===== src/hw/rtl/lfrg_pkg.sv =====
// Shared constants, types and helpers of the linear frequency ramp generator.
// No dependencies; imported by the ramp generator and its checker.
`default_nettype none

package lfrg_pkg;

    // Fixed-point and timing constants
    localparam int FRAC_BITS      = 16;
    localparam int TICKS_PER_UNIT = 100;

    // Field widths
    localparam int TIME_W    = 16;
    localparam int FREQ_W    = 20;
    localparam int SFREQ_W   = 21;
    localparam int SCALED_W  = 16;
    localparam int ACC_W     = 32;
    localparam int SHIFT_W   = 4;
    localparam int SHIFT_POS = 16;
    localparam int PHASE_W   = 2;
    localparam int CFG_IDX_W = 2;

    // Serial arithmetic widths
    localparam int TICK_W  = TIME_W + $clog2(TICKS_PER_UNIT + 1);
    localparam int PROD_W  = TICK_W + SCALED_W;
    localparam int QUO_W   = SCALED_W + FRAC_BITS;
    localparam int MAX_STEPS = (PROD_W > QUO_W) ? PROD_W : QUO_W;
    localparam int CNT_W   = $clog2(MAX_STEPS + 1);

    typedef logic [PHASE_W-1:0]  phase_t;
    typedef logic [SCALED_W-1:0] scaled_t;

    // Ramp phase codes
    localparam phase_t PH_ACC   = 2'd0;
    localparam phase_t PH_DEC   = 2'd1;
    localparam phase_t PH_CONST = 2'd2;

    // Configuration register indexes
    localparam logic [CFG_IDX_W-1:0] REG_ACCEL = 2'd0;
    localparam logic [CFG_IDX_W-1:0] REG_DECEL = 2'd1;
    localparam logic [CFG_IDX_W-1:0] REG_MAXF  = 2'd2;

    // Configuration reset values
    localparam logic [TIME_W-1:0] ACCEL_RST = 16'd100;
    localparam logic [TIME_W-1:0] DECEL_RST = 16'd100;
    localparam logic [FREQ_W-1:0] MAXF_RST  = 20'd5000;

    localparam logic [ACC_W:0] ROUND_HALF = (ACC_W+1)'(1) << (FRAC_BITS - 1);

    // Saturate to the scaled width
    function automatic scaled_t sat16(input logic [31:0] v);
        scaled_t r;
        if (v > 32'h0000_FFFF) r = '1;
        else                   r = v[SCALED_W-1:0];
        return r;
    endfunction

    // Saturate to 32 bits, with a floor of one
    function automatic logic [31:0] sat32_floor1(input logic [63:0] v);
        logic [31:0] r;
        if (v > 64'h0000_0000_FFFF_FFFF) r = '1;
        else if (v == 64'd0)            r = 32'd1;
        else                            r = v[31:0];
        return r;
    endfunction

endpackage

`default_nettype wire


===== src/hw/rtl/linear_frequency_ramp_generator.sv =====
// Linear frequency ramp generator: tick-driven acceleration/deceleration ramp with
// bit-serial slope computation. Depends on lfrg_pkg.
`default_nettype none

// One request per tick (op 0) or start-from-speed (op 1) gives exactly one result.
// A request that needs no new slope runs through S_LOAD, S_TGT and S_DECIDE into
// S_OUT: directly at constant speed, via S_STEP for a phase entry with a zero ramp
// time (jump to the target) and via S_STEP, which adds the slope, and S_ROUND,
// which rounds, for a ramp step. A phase entry with a nonzero ramp time recomputes
// the slope through one shared shift register datapath: a 16-step shift-add
// multiply of ramp ticks by distance, a PROD_W-step (39) restoring division by the
// scaled full scale and a QUO_W-step (32) restoring division of the distance by
// the scaled time, one bit per cycle. Requests are taken one at a time: in_stall
// stays high from accept until the result sits in the output register, which then
// holds it under out_stall while the next request is already accepted. Write the
// configuration only while the block is idle; cfg_ready is always high.
module linear_frequency_ramp_generator
(
    input  wire logic                               clk,
    input  wire logic                               rst_n,

    input  wire logic                               cfg_valid,
    output logic                                    cfg_ready,
    input  wire logic [lfrg_pkg::CFG_IDX_W-1:0]     cfg_index,
    input  wire logic [lfrg_pkg::FREQ_W-1:0]        cfg_data,

    input  wire logic                               in_valid,
    output logic                                    in_stall,
    input  wire logic                               op,
    input  wire logic                               run_cmd,
    input  wire logic                               run_dir,
    input  wire logic [lfrg_pkg::FREQ_W-1:0]        target_freq,
    input  wire logic signed [lfrg_pkg::SFREQ_W-1:0] start_speed,

    output logic                                    out_valid,
    input  wire logic                               out_stall,
    output logic [lfrg_pkg::FREQ_W-1:0]             ref_freq,
    output logic signed [lfrg_pkg::SFREQ_W-1:0]     signed_freq,
    output logic [lfrg_pkg::PHASE_W-1:0]            ramp_phase,
    output logic                                    cur_dir,
    output logic                                    target_changed
);
    import lfrg_pkg::*;

    // Sequencer states
    localparam logic [3:0] S_IDLE   = 4'd0;
    localparam logic [3:0] S_LOAD   = 4'd1;
    localparam logic [3:0] S_TGT    = 4'd2;
    localparam logic [3:0] S_DECIDE = 4'd3;
    localparam logic [3:0] S_MUL    = 4'd4;
    localparam logic [3:0] S_DIV1   = 4'd5;
    localparam logic [3:0] S_TIME   = 4'd6;
    localparam logic [3:0] S_DIV2   = 4'd7;
    localparam logic [3:0] S_SLOPE  = 4'd8;
    localparam logic [3:0] S_STEP   = 4'd9;
    localparam logic [3:0] S_ROUND  = 4'd10;
    localparam logic [3:0] S_OUT    = 4'd11;

    // Configuration
    logic [TIME_W-1:0]   accel_time_reg, accel_time_next;
    logic [TIME_W-1:0]   decel_time_reg, decel_time_next;
    logic [FREQ_W-1:0]   max_freq_reg,   max_freq_next;

    logic [3:0]          state_reg, state_next;

    // Captured request
    logic                op_reg,      op_next;
    logic                run_cmd_reg, run_cmd_next;
    logic                run_dir_reg, run_dir_next;
    logic [FREQ_W-1:0]   target_reg,  target_next;
    logic [SFREQ_W-1:0]  start_reg,   start_next;

    // Ramp state
    phase_t              phase_reg,       phase_next;
    logic                dir_reg,         dir_next;
    scaled_t             outf_reg,        outf_next;
    logic [ACC_W-1:0]    acc_reg,         acc_next;
    logic [31:0]         slope_reg,       slope_next;
    logic [FREQ_W-1:0]   prev_target_reg, prev_target_next;
    logic [TIME_W-1:0]   prev_accel_reg,  prev_accel_next;
    logic [TIME_W-1:0]   prev_decel_reg,  prev_decel_next;

    // Per-request working values
    scaled_t             set_reg,     set_next;
    logic                tgt_chg_reg, tgt_chg_next;
    logic                acc_chg_reg, acc_chg_next;
    logic                dec_chg_reg, dec_chg_next;
    logic                reload_reg,  reload_next;
    scaled_t             dist_reg,    dist_next;

    // Serial slope datapath
    logic [TICK_W-1:0]   mcand_reg, mcand_next;
    logic [PROD_W-1:0]   work_reg,  work_next;
    logic [FREQ_W-1:0]   rem1_reg,  rem1_next;
    logic [31:0]         time_reg,  time_next;
    logic [31:0]         rem2_reg,  rem2_next;
    logic [QUO_W-1:0]    quo_reg,   quo_next;
    logic [CNT_W-1:0]    cnt_reg,   cnt_next;

    // Output register
    logic                out_valid_reg,  out_valid_next;
    logic [FREQ_W-1:0]   ref_freq_reg,   ref_freq_next;
    logic [SFREQ_W-1:0]  sfreq_reg,      sfreq_next;
    phase_t              ophase_reg,     ophase_next;
    logic                odir_reg,       odir_next;
    logic                otchg_reg,      otchg_next;

    // Derived from configuration
    logic [SHIFT_W-1:0]  shift_amt;
    logic [FREQ_W-1:0]   max_scaled;
    logic [FREQ_W-1:0]   divisor;

    // Datapath helpers
    logic [SFREQ_W-1:0]  start_mag;
    logic [FREQ_W-1:0]   tgt_raw;
    logic [FREQ_W-1:0]   tgt_eff;
    logic                dir_mismatch;
    logic                enter;
    logic [TICK_W:0]     mul_sum;
    logic [FREQ_W+1:0]   div1_diff;
    logic [33:0]         div2_diff;
    logic [31:0]         slope_sat;
    logic [31:0]         slope_shr;
    logic [ACC_W-1:0]    acc_src;
    logic                ticks_nz;
    logic [30:0]         ref_wide;
    logic [FREQ_W-1:0]   ref_sat;
    logic                out_load;

    assign cfg_ready = 1'b1;
    assign in_stall  = (state_reg != S_IDLE);

    assign out_valid      = out_valid_reg;
    assign ref_freq       = ref_freq_reg;
    assign signed_freq    = $signed(sfreq_reg);
    assign ramp_phase     = ophase_reg;
    assign cur_dir        = odir_reg;
    assign target_changed = otchg_reg;

    assign shift_amt  = max_freq_reg[SHIFT_POS +: SHIFT_W];
    assign max_scaled = max_freq_reg >> shift_amt;
    assign divisor    = (max_scaled == '0) ? FREQ_W'(1) : max_scaled;

    // Magnitude of the measured speed; the most negative value maps to 2^20
    assign start_mag = start_reg[SFREQ_W-1] ? (SFREQ_W'(0) - start_reg) : start_reg;

    // Drop the target while a reversal waits for zero output
    assign tgt_raw      = run_cmd_reg ? target_reg : '0;
    assign dir_mismatch = (dir_reg != run_dir_reg);
    assign tgt_eff      = (dir_mismatch && (outf_reg != '0)) ? '0 : tgt_raw;

    // Re-enter the phase on a start request, on reaching the target, or on a
    // change of target or ramp time
    always_comb
    begin
        unique case (phase_reg)
            PH_ACC:   enter = (outf_reg >= set_reg) || tgt_chg_reg || acc_chg_reg;
            PH_DEC:   enter = (outf_reg <= set_reg) || tgt_chg_reg || dec_chg_reg;
            default:  enter = (outf_reg != set_reg);
        endcase
        enter = enter || op_reg;
    end

    // One bit of each serial unit per cycle
    assign mul_sum   = {1'b0, work_reg[PROD_W-1:SCALED_W]}
                     + (work_reg[0] ? {1'b0, mcand_reg} : '0);
    assign div1_diff = {1'b0, rem1_reg, work_reg[PROD_W-1]} - {2'b00, divisor};
    assign div2_diff = {1'b0, rem2_reg, quo_reg[QUO_W-1]} - {2'b00, time_reg};

    assign slope_sat = sat32_floor1(64'(quo_reg));
    assign slope_shr = slope_sat >> shift_amt;

    assign acc_src  = reload_reg ? 32'(64'(outf_reg) << FRAC_BITS) : acc_reg;
    assign ticks_nz = (phase_reg == PH_ACC) ? (accel_time_reg != '0)
                                            : (decel_time_reg != '0);

    assign ref_wide = 31'(outf_reg) << shift_amt;
    assign ref_sat  = (ref_wide > 31'(20'hF_FFFF)) ? '1 : ref_wide[FREQ_W-1:0];

    assign out_load = (state_reg == S_OUT) && (!out_valid_reg || !out_stall);

    always_comb
    begin
        accel_time_next  = accel_time_reg;
        decel_time_next  = decel_time_reg;
        max_freq_next    = max_freq_reg;
        state_next       = state_reg;
        op_next          = op_reg;
        run_cmd_next     = run_cmd_reg;
        run_dir_next     = run_dir_reg;
        target_next      = target_reg;
        start_next       = start_reg;
        phase_next       = phase_reg;
        dir_next         = dir_reg;
        outf_next        = outf_reg;
        acc_next         = acc_reg;
        slope_next       = slope_reg;
        prev_target_next = prev_target_reg;
        prev_accel_next  = prev_accel_reg;
        prev_decel_next  = prev_decel_reg;
        set_next         = set_reg;
        tgt_chg_next     = tgt_chg_reg;
        acc_chg_next     = acc_chg_reg;
        dec_chg_next     = dec_chg_reg;
        reload_next      = reload_reg;
        dist_next        = dist_reg;
        mcand_next       = mcand_reg;
        work_next        = work_reg;
        rem1_next        = rem1_reg;
        time_next        = time_reg;
        rem2_next        = rem2_reg;
        quo_next         = quo_reg;
        cnt_next         = cnt_reg;
        out_valid_next   = out_valid_reg && out_stall;
        ref_freq_next    = ref_freq_reg;
        sfreq_next       = sfreq_reg;
        ophase_next      = ophase_reg;
        odir_next        = odir_reg;
        otchg_next       = otchg_reg;

        if (cfg_valid)
        begin
            unique case (cfg_index)
                REG_ACCEL: accel_time_next = cfg_data[TIME_W-1:0];
                REG_DECEL: decel_time_next = cfg_data[TIME_W-1:0];
                REG_MAXF:  max_freq_next   = cfg_data;
                default:   ;
            endcase
        end

        unique case (state_reg)
            S_IDLE:
            begin
                if (in_valid)
                begin
                    op_next      = op;
                    run_cmd_next = run_cmd;
                    run_dir_next = run_dir;
                    target_next  = target_freq;
                    start_next   = start_speed;
                    state_next   = S_LOAD;
                end
            end

            S_LOAD:
            begin
                // Start request: load the ramp from the measured speed
                if (op_reg)
                begin
                    slope_next = '0;
                    acc_next   = '0;
                    dir_next   = start_reg[SFREQ_W-1];
                    outf_next  = sat16(32'(start_mag >> shift_amt));
                end
                state_next = S_TGT;
            end

            S_TGT:
            begin
                if (dir_mismatch && (outf_reg == '0))
                    dir_next = run_dir_reg;
                tgt_chg_next     = (prev_target_reg != tgt_eff);
                prev_target_next = tgt_eff;
                set_next         = sat16(32'(tgt_eff >> shift_amt));
                acc_chg_next     = (prev_accel_reg != accel_time_reg);
                dec_chg_next     = (prev_decel_reg != decel_time_reg);
                prev_accel_next  = accel_time_reg;
                prev_decel_next  = decel_time_reg;
                state_next       = S_DECIDE;
            end

            S_DECIDE:
            begin
                reload_next = enter;
                if (!enter)
                begin
                    state_next = (phase_reg == PH_CONST) ? S_OUT : S_STEP;
                end
                else if (outf_reg == set_reg)
                begin
                    phase_next = PH_CONST;
                    slope_next = '0;
                    state_next = S_OUT;
                end
                else
                begin
                    if (outf_reg > set_reg)
                    begin
                        phase_next = PH_DEC;
                        dist_next  = outf_reg - set_reg;
                        mcand_next = TICK_W'(decel_time_reg) * TICK_W'(TICKS_PER_UNIT);
                        work_next  = PROD_W'(outf_reg - set_reg);
                        state_next = (decel_time_reg != '0) ? S_MUL : S_STEP;
                    end
                    else
                    begin
                        phase_next = PH_ACC;
                        dist_next  = set_reg - outf_reg;
                        mcand_next = TICK_W'(accel_time_reg) * TICK_W'(TICKS_PER_UNIT);
                        work_next  = PROD_W'(set_reg - outf_reg);
                        state_next = (accel_time_reg != '0) ? S_MUL : S_STEP;
                    end
                    cnt_next = CNT_W'(SCALED_W);
                end
            end

            S_MUL:
            begin
                // Shift-add: ticks times distance, one distance bit per cycle
                work_next = {mul_sum, work_reg[SCALED_W-1:1]};
                cnt_next  = cnt_reg - CNT_W'(1);
                if (cnt_reg == CNT_W'(1))
                begin
                    rem1_next  = '0;
                    cnt_next   = CNT_W'(PROD_W);
                    state_next = S_DIV1;
                end
            end

            S_DIV1:
            begin
                // Restoring division of the product by the scaled full scale
                if (div1_diff[FREQ_W+1])
                    rem1_next = {rem1_reg[FREQ_W-2:0], work_reg[PROD_W-1]};
                else
                    rem1_next = div1_diff[FREQ_W-1:0];
                work_next = {work_reg[PROD_W-2:0], ~div1_diff[FREQ_W+1]};
                cnt_next  = cnt_reg - CNT_W'(1);
                if (cnt_reg == CNT_W'(1))
                    state_next = S_TIME;
            end

            S_TIME:
            begin
                time_next  = sat32_floor1(64'(work_reg));
                rem2_next  = '0;
                quo_next   = QUO_W'(dist_reg) << FRAC_BITS;
                cnt_next   = CNT_W'(QUO_W);
                state_next = S_DIV2;
            end

            S_DIV2:
            begin
                // Restoring division of distance (fixed point) by the scaled time
                if (div2_diff[33])
                    rem2_next = {rem2_reg[30:0], quo_reg[QUO_W-1]};
                else
                    rem2_next = div2_diff[31:0];
                quo_next = {quo_reg[QUO_W-2:0], ~div2_diff[33]};
                cnt_next = cnt_reg - CNT_W'(1);
                if (cnt_reg == CNT_W'(1))
                    state_next = S_SLOPE;
            end

            S_SLOPE:
            begin
                slope_next = (slope_shr == '0) ? 32'd1 : slope_shr;
                state_next = S_STEP;
            end

            S_STEP:
            begin
                if (ticks_nz)
                begin
                    if (phase_reg == PH_ACC)
                        acc_next = acc_src + slope_reg;
                    else if (acc_src <= slope_reg)
                        acc_next = '0;
                    else
                        acc_next = acc_src - slope_reg;
                    state_next = S_ROUND;
                end
                else
                begin
                    // Zero ramp time: jump to the target
                    acc_next   = acc_src;
                    outf_next  = set_reg;
                    state_next = S_OUT;
                end
            end

            S_ROUND:
            begin
                outf_next  = sat16(32'(((ACC_W+1)'(acc_reg) + ROUND_HALF) >> FRAC_BITS));
                state_next = S_OUT;
            end

            S_OUT:
            begin
                // Hold here until the output register is free
                if (out_load)
                begin
                    out_valid_next = 1'b1;
                    ref_freq_next  = ref_sat;
                    sfreq_next     = dir_reg ? (SFREQ_W'(0) - {1'b0, ref_sat})
                                             : {1'b0, ref_sat};
                    ophase_next    = phase_reg;
                    odir_next      = dir_reg;
                    otchg_next     = tgt_chg_reg;
                    state_next     = S_IDLE;
                end
            end

            default:
            begin
                state_next = S_IDLE;
            end
        endcase
    end

    always_ff @(posedge clk or negedge rst_n)
    begin
        if (!rst_n)
        begin
            accel_time_reg  <= ACCEL_RST;
            decel_time_reg  <= DECEL_RST;
            max_freq_reg    <= MAXF_RST;
            state_reg       <= S_IDLE;
            op_reg          <= 1'b0;
            run_cmd_reg     <= 1'b0;
            run_dir_reg     <= 1'b0;
            target_reg      <= '0;
            start_reg       <= '0;
            phase_reg       <= PH_CONST;
            dir_reg         <= 1'b0;
            outf_reg        <= '0;
            acc_reg         <= '0;
            slope_reg       <= '0;
            prev_target_reg <= '0;
            prev_accel_reg  <= '0;
            prev_decel_reg  <= '0;
            set_reg         <= '0;
            tgt_chg_reg     <= 1'b0;
            acc_chg_reg     <= 1'b0;
            dec_chg_reg     <= 1'b0;
            reload_reg      <= 1'b0;
            dist_reg        <= '0;
            mcand_reg       <= '0;
            work_reg        <= '0;
            rem1_reg        <= '0;
            time_reg        <= '0;
            rem2_reg        <= '0;
            quo_reg         <= '0;
            cnt_reg         <= '0;
            out_valid_reg   <= 1'b0;
            ref_freq_reg    <= '0;
            sfreq_reg       <= '0;
            ophase_reg      <= PH_CONST;
            odir_reg        <= 1'b0;
            otchg_reg       <= 1'b0;
        end
        else
        begin
            accel_time_reg  <= accel_time_next;
            decel_time_reg  <= decel_time_next;
            max_freq_reg    <= max_freq_next;
            state_reg       <= state_next;
            op_reg          <= op_next;
            run_cmd_reg     <= run_cmd_next;
            run_dir_reg     <= run_dir_next;
            target_reg      <= target_next;
            start_reg       <= start_next;
            phase_reg       <= phase_next;
            dir_reg         <= dir_next;
            outf_reg        <= outf_next;
            acc_reg         <= acc_next;
            slope_reg       <= slope_next;
            prev_target_reg <= prev_target_next;
            prev_accel_reg  <= prev_accel_next;
            prev_decel_reg  <= prev_decel_next;
            set_reg         <= set_next;
            tgt_chg_reg     <= tgt_chg_next;
            acc_chg_reg     <= acc_chg_next;
            dec_chg_reg     <= dec_chg_next;
            reload_reg      <= reload_next;
            dist_reg        <= dist_next;
            mcand_reg       <= mcand_next;
            work_reg        <= work_next;
            rem1_reg        <= rem1_next;
            time_reg        <= time_next;
            rem2_reg        <= rem2_next;
            quo_reg         <= quo_next;
            cnt_reg         <= cnt_next;
            out_valid_reg   <= out_valid_next;
            ref_freq_reg    <= ref_freq_next;
            sfreq_reg       <= sfreq_next;
            ophase_reg      <= ophase_next;
            odir_reg        <= odir_next;
            otchg_reg       <= otchg_next;
        end
    end

endmodule

`default_nettype wire


===== config.mk =====
export PLATFORM = sky130hd
export DESIGN_NAME = linear_frequency_ramp_generator
export DESIGN_NICKNAME = d
export VERILOG_FILES = /design/src/hw/rtl/lfrg_pkg.sv /design/src/hw/rtl/linear_frequency_ramp_generator.sv
export SDC_FILE = /design/constraint.sdc
export NUM_CORES = 2
export LEC_CHECK = 0
export BUFFER_PORTS_ARGS = -buffer_cell sky130_fd_sc_hd__buf_4
export CAP_MARGIN = 20
export CORE_AREA = 2 2 307 309
export DETAILED_ROUTE_END_ITERATION = 10
export DIE_AREA = 0 0 309 311
export HOLD_SLACK_MARGIN = 0.12
export MAX_ROUTING_LAYER = met4
export SETUP_SLACK_MARGIN = 0.4
export SLEW_MARGIN = 5
export SYNTH_ARGS = -nofsm -noshare
export SYNTH_HDL_FRONTEND = slang
export SYNTH_SLANG_ARGS = --single-unit

===== constraint.sdc =====
create_clock -name clk -period 7.69 [get_ports clk]
set_clock_uncertainty 0.15 [all_clocks]
set_input_delay 1.538 -clock clk [delete_from_list [all_inputs] [get_ports clk]]
set_output_delay 1.538 -clock clk [all_outputs]
set_load 0.01 [all_outputs]

==> flow_summary.toml <==
[global_route]
grt_usage = 0.255
grt_pass1_wl_um = 192000
use_met3 = 0.0311
antenna_found_initial = 1
use_met1 = 0.355
grt_pass1_vias = 33017
grt-ovfl-total = 0
top_usage_layer = "met2"
use_met2 = 0.394
grt_max_degree = 149

[worst_setup_path]
required_ps = 8100
worstSetupStartpointType = "register"
cp_cell_sequence = "buf_4 -> nand2_1 -> nand3_1 -> nand3_1 -> nor4b_1 -> nand4_1 -> o21ai_0 -> ha_1 -> nor2b_1 -> o31ai_1 -> a21oi_1 -> o41a_1 -> a311oi_1 -> o21ai_0 -> a211oi_1 -> o21ai_2 -> buf_4 -> and4_1 -> a221o_1"
path_buf_inv = 2
cpLargestDelayFamily = "compound AO/OA/AOI/OAI gates"
max_stage_delay_ps = 700
worstPathMaxFanout = 53
setup.worst_path.end_class = "register"
worst-endpoint-arrival_ps = 6570
crit_path_top_delay_cell = "buf_4"
criticalPathCategory = "reg -> reg"

[yosys]
syn_inst = 4649
synth_area_leaders = "dfrtp_1, ha_1, o21ai_0"
ys_warn_count = 0
ys_ff_latch = 498
synth_edf_count = 0
netlist_area_sq_um = 39700
yosysTopAreaCell = "dfrtp_1"
synthDominantCellAreaShare = 0.306
async_reset_ff_frac = 1.00
syn_avg_cell_area_sq_um = 8.53
ys.flop_type = "dfrtp_1"
yosys.cell_types.count = 95
yosysSeqAreaShare = 0.315

[cells_and_area]
final_common_cell = "nand2_1"
fin_util = 0.471
nFillCells = 9081
area_growth_pct = 10.1
drive_above_1_share = 0.117
nets = 4996
largest_register_ffs = 39
finalInstanceArea_sq_um = 43700
fin_cells = 5910
layout_common_cells = "nand2_1, dfrtp_1, o21ai_0"

[power_and_ir_drop]
power_leakage_nw = 19.5
clkPwrFrac = 0.154
p_sw_frac = 0.489
power_density_nw_per_um2 = 462
p_sw_mw = 9.85
combPwrFrac = 0.604
internal_power_mw = 10.3
ir_drop_mv = 0.285
total_power_mw = 20.2
power_frac_seq = 0.242

[clocking]
cts-root-buf = "clkbuf_16"
cts_hold_buf = 0
post_cts_resized = 0
cts_made_buffers = 61
clockBufferDepth = 3
cts_num_sinks = 498
h-tree-depth = 2
clkSlewWorstSetupHoldPaths_ps = 60
cts_tree = "yes"
clock_latency_ps = 680
postCtsSetupRepairBufs = 0

[detailed_routing]
wl_per_cell_um = 20.3
drtIter0Drc = 3031
routed_wl_um = 120000
drc = 0
drt_pass1_iterations = 6
vias = 34607
viasPerCell = 5.86
postRouteAntennaNets = 0

[timing]
finalSetupTns_ps = 0
rsz0062_at_grt = "no"
layout_setup_ws_ps = 1530
fmax_ghz = 0.162
relSlewSlack = 0.279
finalHoldViolCount = 0
fin_crit_sh = 0.801
fin_crit_ps = 6160
worstMarginPinSlew_ps = 1080
hold_slack_ps = 321
slew_violations = 0
setup_viol = 0

[die]
pin_count = 119
num_rows = 112
initial_core_util = 0.428
die_y_um = 311
core_sq_um = 92800
die_x_um = 309
die-area_sq_um = 96100

[hold_path]
hold_path.class = "reg -> reg"

[placed_design]
gp_congestion = 0.949
io_buffers = 117
dp_hpwl_um = 88400
pre_cts_slack_ps = 1590
dpl.cell_count = 5790
placed_cell_area_sq_um = 41500

[job]
cap_violations = 0

[status]
status = "finished, final reports clean"
==> Yosys cell counts (all sizes together) (13+ instances only) <==
cell type	count
a211oi	43
a21o	61
a21oi	379
a221o	18
a221oi	17
a22o	33
a22oi	42
a311oi	13
a31oi	45
a32oi	15
and2	46
and3	25
buf	83
clkbuf	207
dfrtp	485
dfstp	13
fa	29
ha	294
inv	285
mux2	138
mux2i	132
mux4	46
nand2	503
nand2b	38
nand3	69
nand3b	13
nand4	39
nor2	329
nor2b	55
nor3	115
nor4	40
o211ai	46
o21a	30
o21ai	446
o21bai	18
o311ai	18
o31ai	34
or2	17
or3	21
xnor2	138
xor2	65
==> path summary, 6_finish.rpt <==
check / from / end / slack [ps] / cells past startpoint
min in group asynchronous: rst_n / rem2_reg[7] / 740 / 1
worst max register to register: max_freq_reg[16] / rem1_reg[3] / 1530 / 19
max in group asynchronous: rst_n / max_freq_reg[17] / 5140 / 2
worst min register to register: mcand_reg[17] / mcand_reg[17] / 320 / 2
worst max-delay path: max_freq_reg[16] / rem1_reg[3] / 1530 / 19
worst min-delay path: mcand_reg[17] / mcand_reg[17] / 320 / 2
==> power by group through the flow <==
stage	combinational, mW	clock (mW)	sequential (mW)
floorplan	9.19	0	4.26
global placement	12.0	0	4.87
detailed placement	12.1	0	4.88
CTS	12.1	3.17	4.84
global route	13.5	3.26	5.00
finish	12.2	3.11	4.87
==> logic make-up (layout without fill, tap and decap cells) <==
family | after synthesis | in the layout | share of synthesized area
flops | 498 | 498 | 0.315
xor+xnor | 203 | 203 | 0.0448
fa+ha+maj | 323 | 323 | 0.107
simple gates | 1349 | 1349 | 0.158
buf+inv | 578 | 580 | 0.0578
other cells | 1 | 6 | 0.0000945
compound gates | 1381 | 1381 | 0.218
mux | 316 | 316 | 0.0986
==> tightest hold or removal path: stages, from the launching register on <==
cell and delay, ps:
dfrtp_1 330, nand2_1 50, o21ai_0 60
==> routing by layer <==
metal | share of wire | routed length [um]
met5 | 0 | 0
met4 | 0.021 | 2570
met3 | 0.056 | 6750
met2 | 0.46 | 55400
met1 | 0.46 | 55600
==> area by class of cell <==
| class | instances | area [sq um] | share of cell area |
|---|---|---|---|
| inverters | 288 | 1080 | 0.0248 |
| flip-flops and latches | 498 | 12500 | 0.286 |
| multi-input cells | 3577 | 25000 | 0.573 |
| clock inverters | 36 | 465 | 0.0107 |
| repair buffers | 176 | 1380 | 0.0316 |
| diodes | 1 | 2.50 | 0.0000573 |
| well taps | 1254 | 1570 | 0.0359 |
| clock buffers | 80 | 1670 | 0.0382 |
Note: power is estimated with default switching activity, not from simulation.
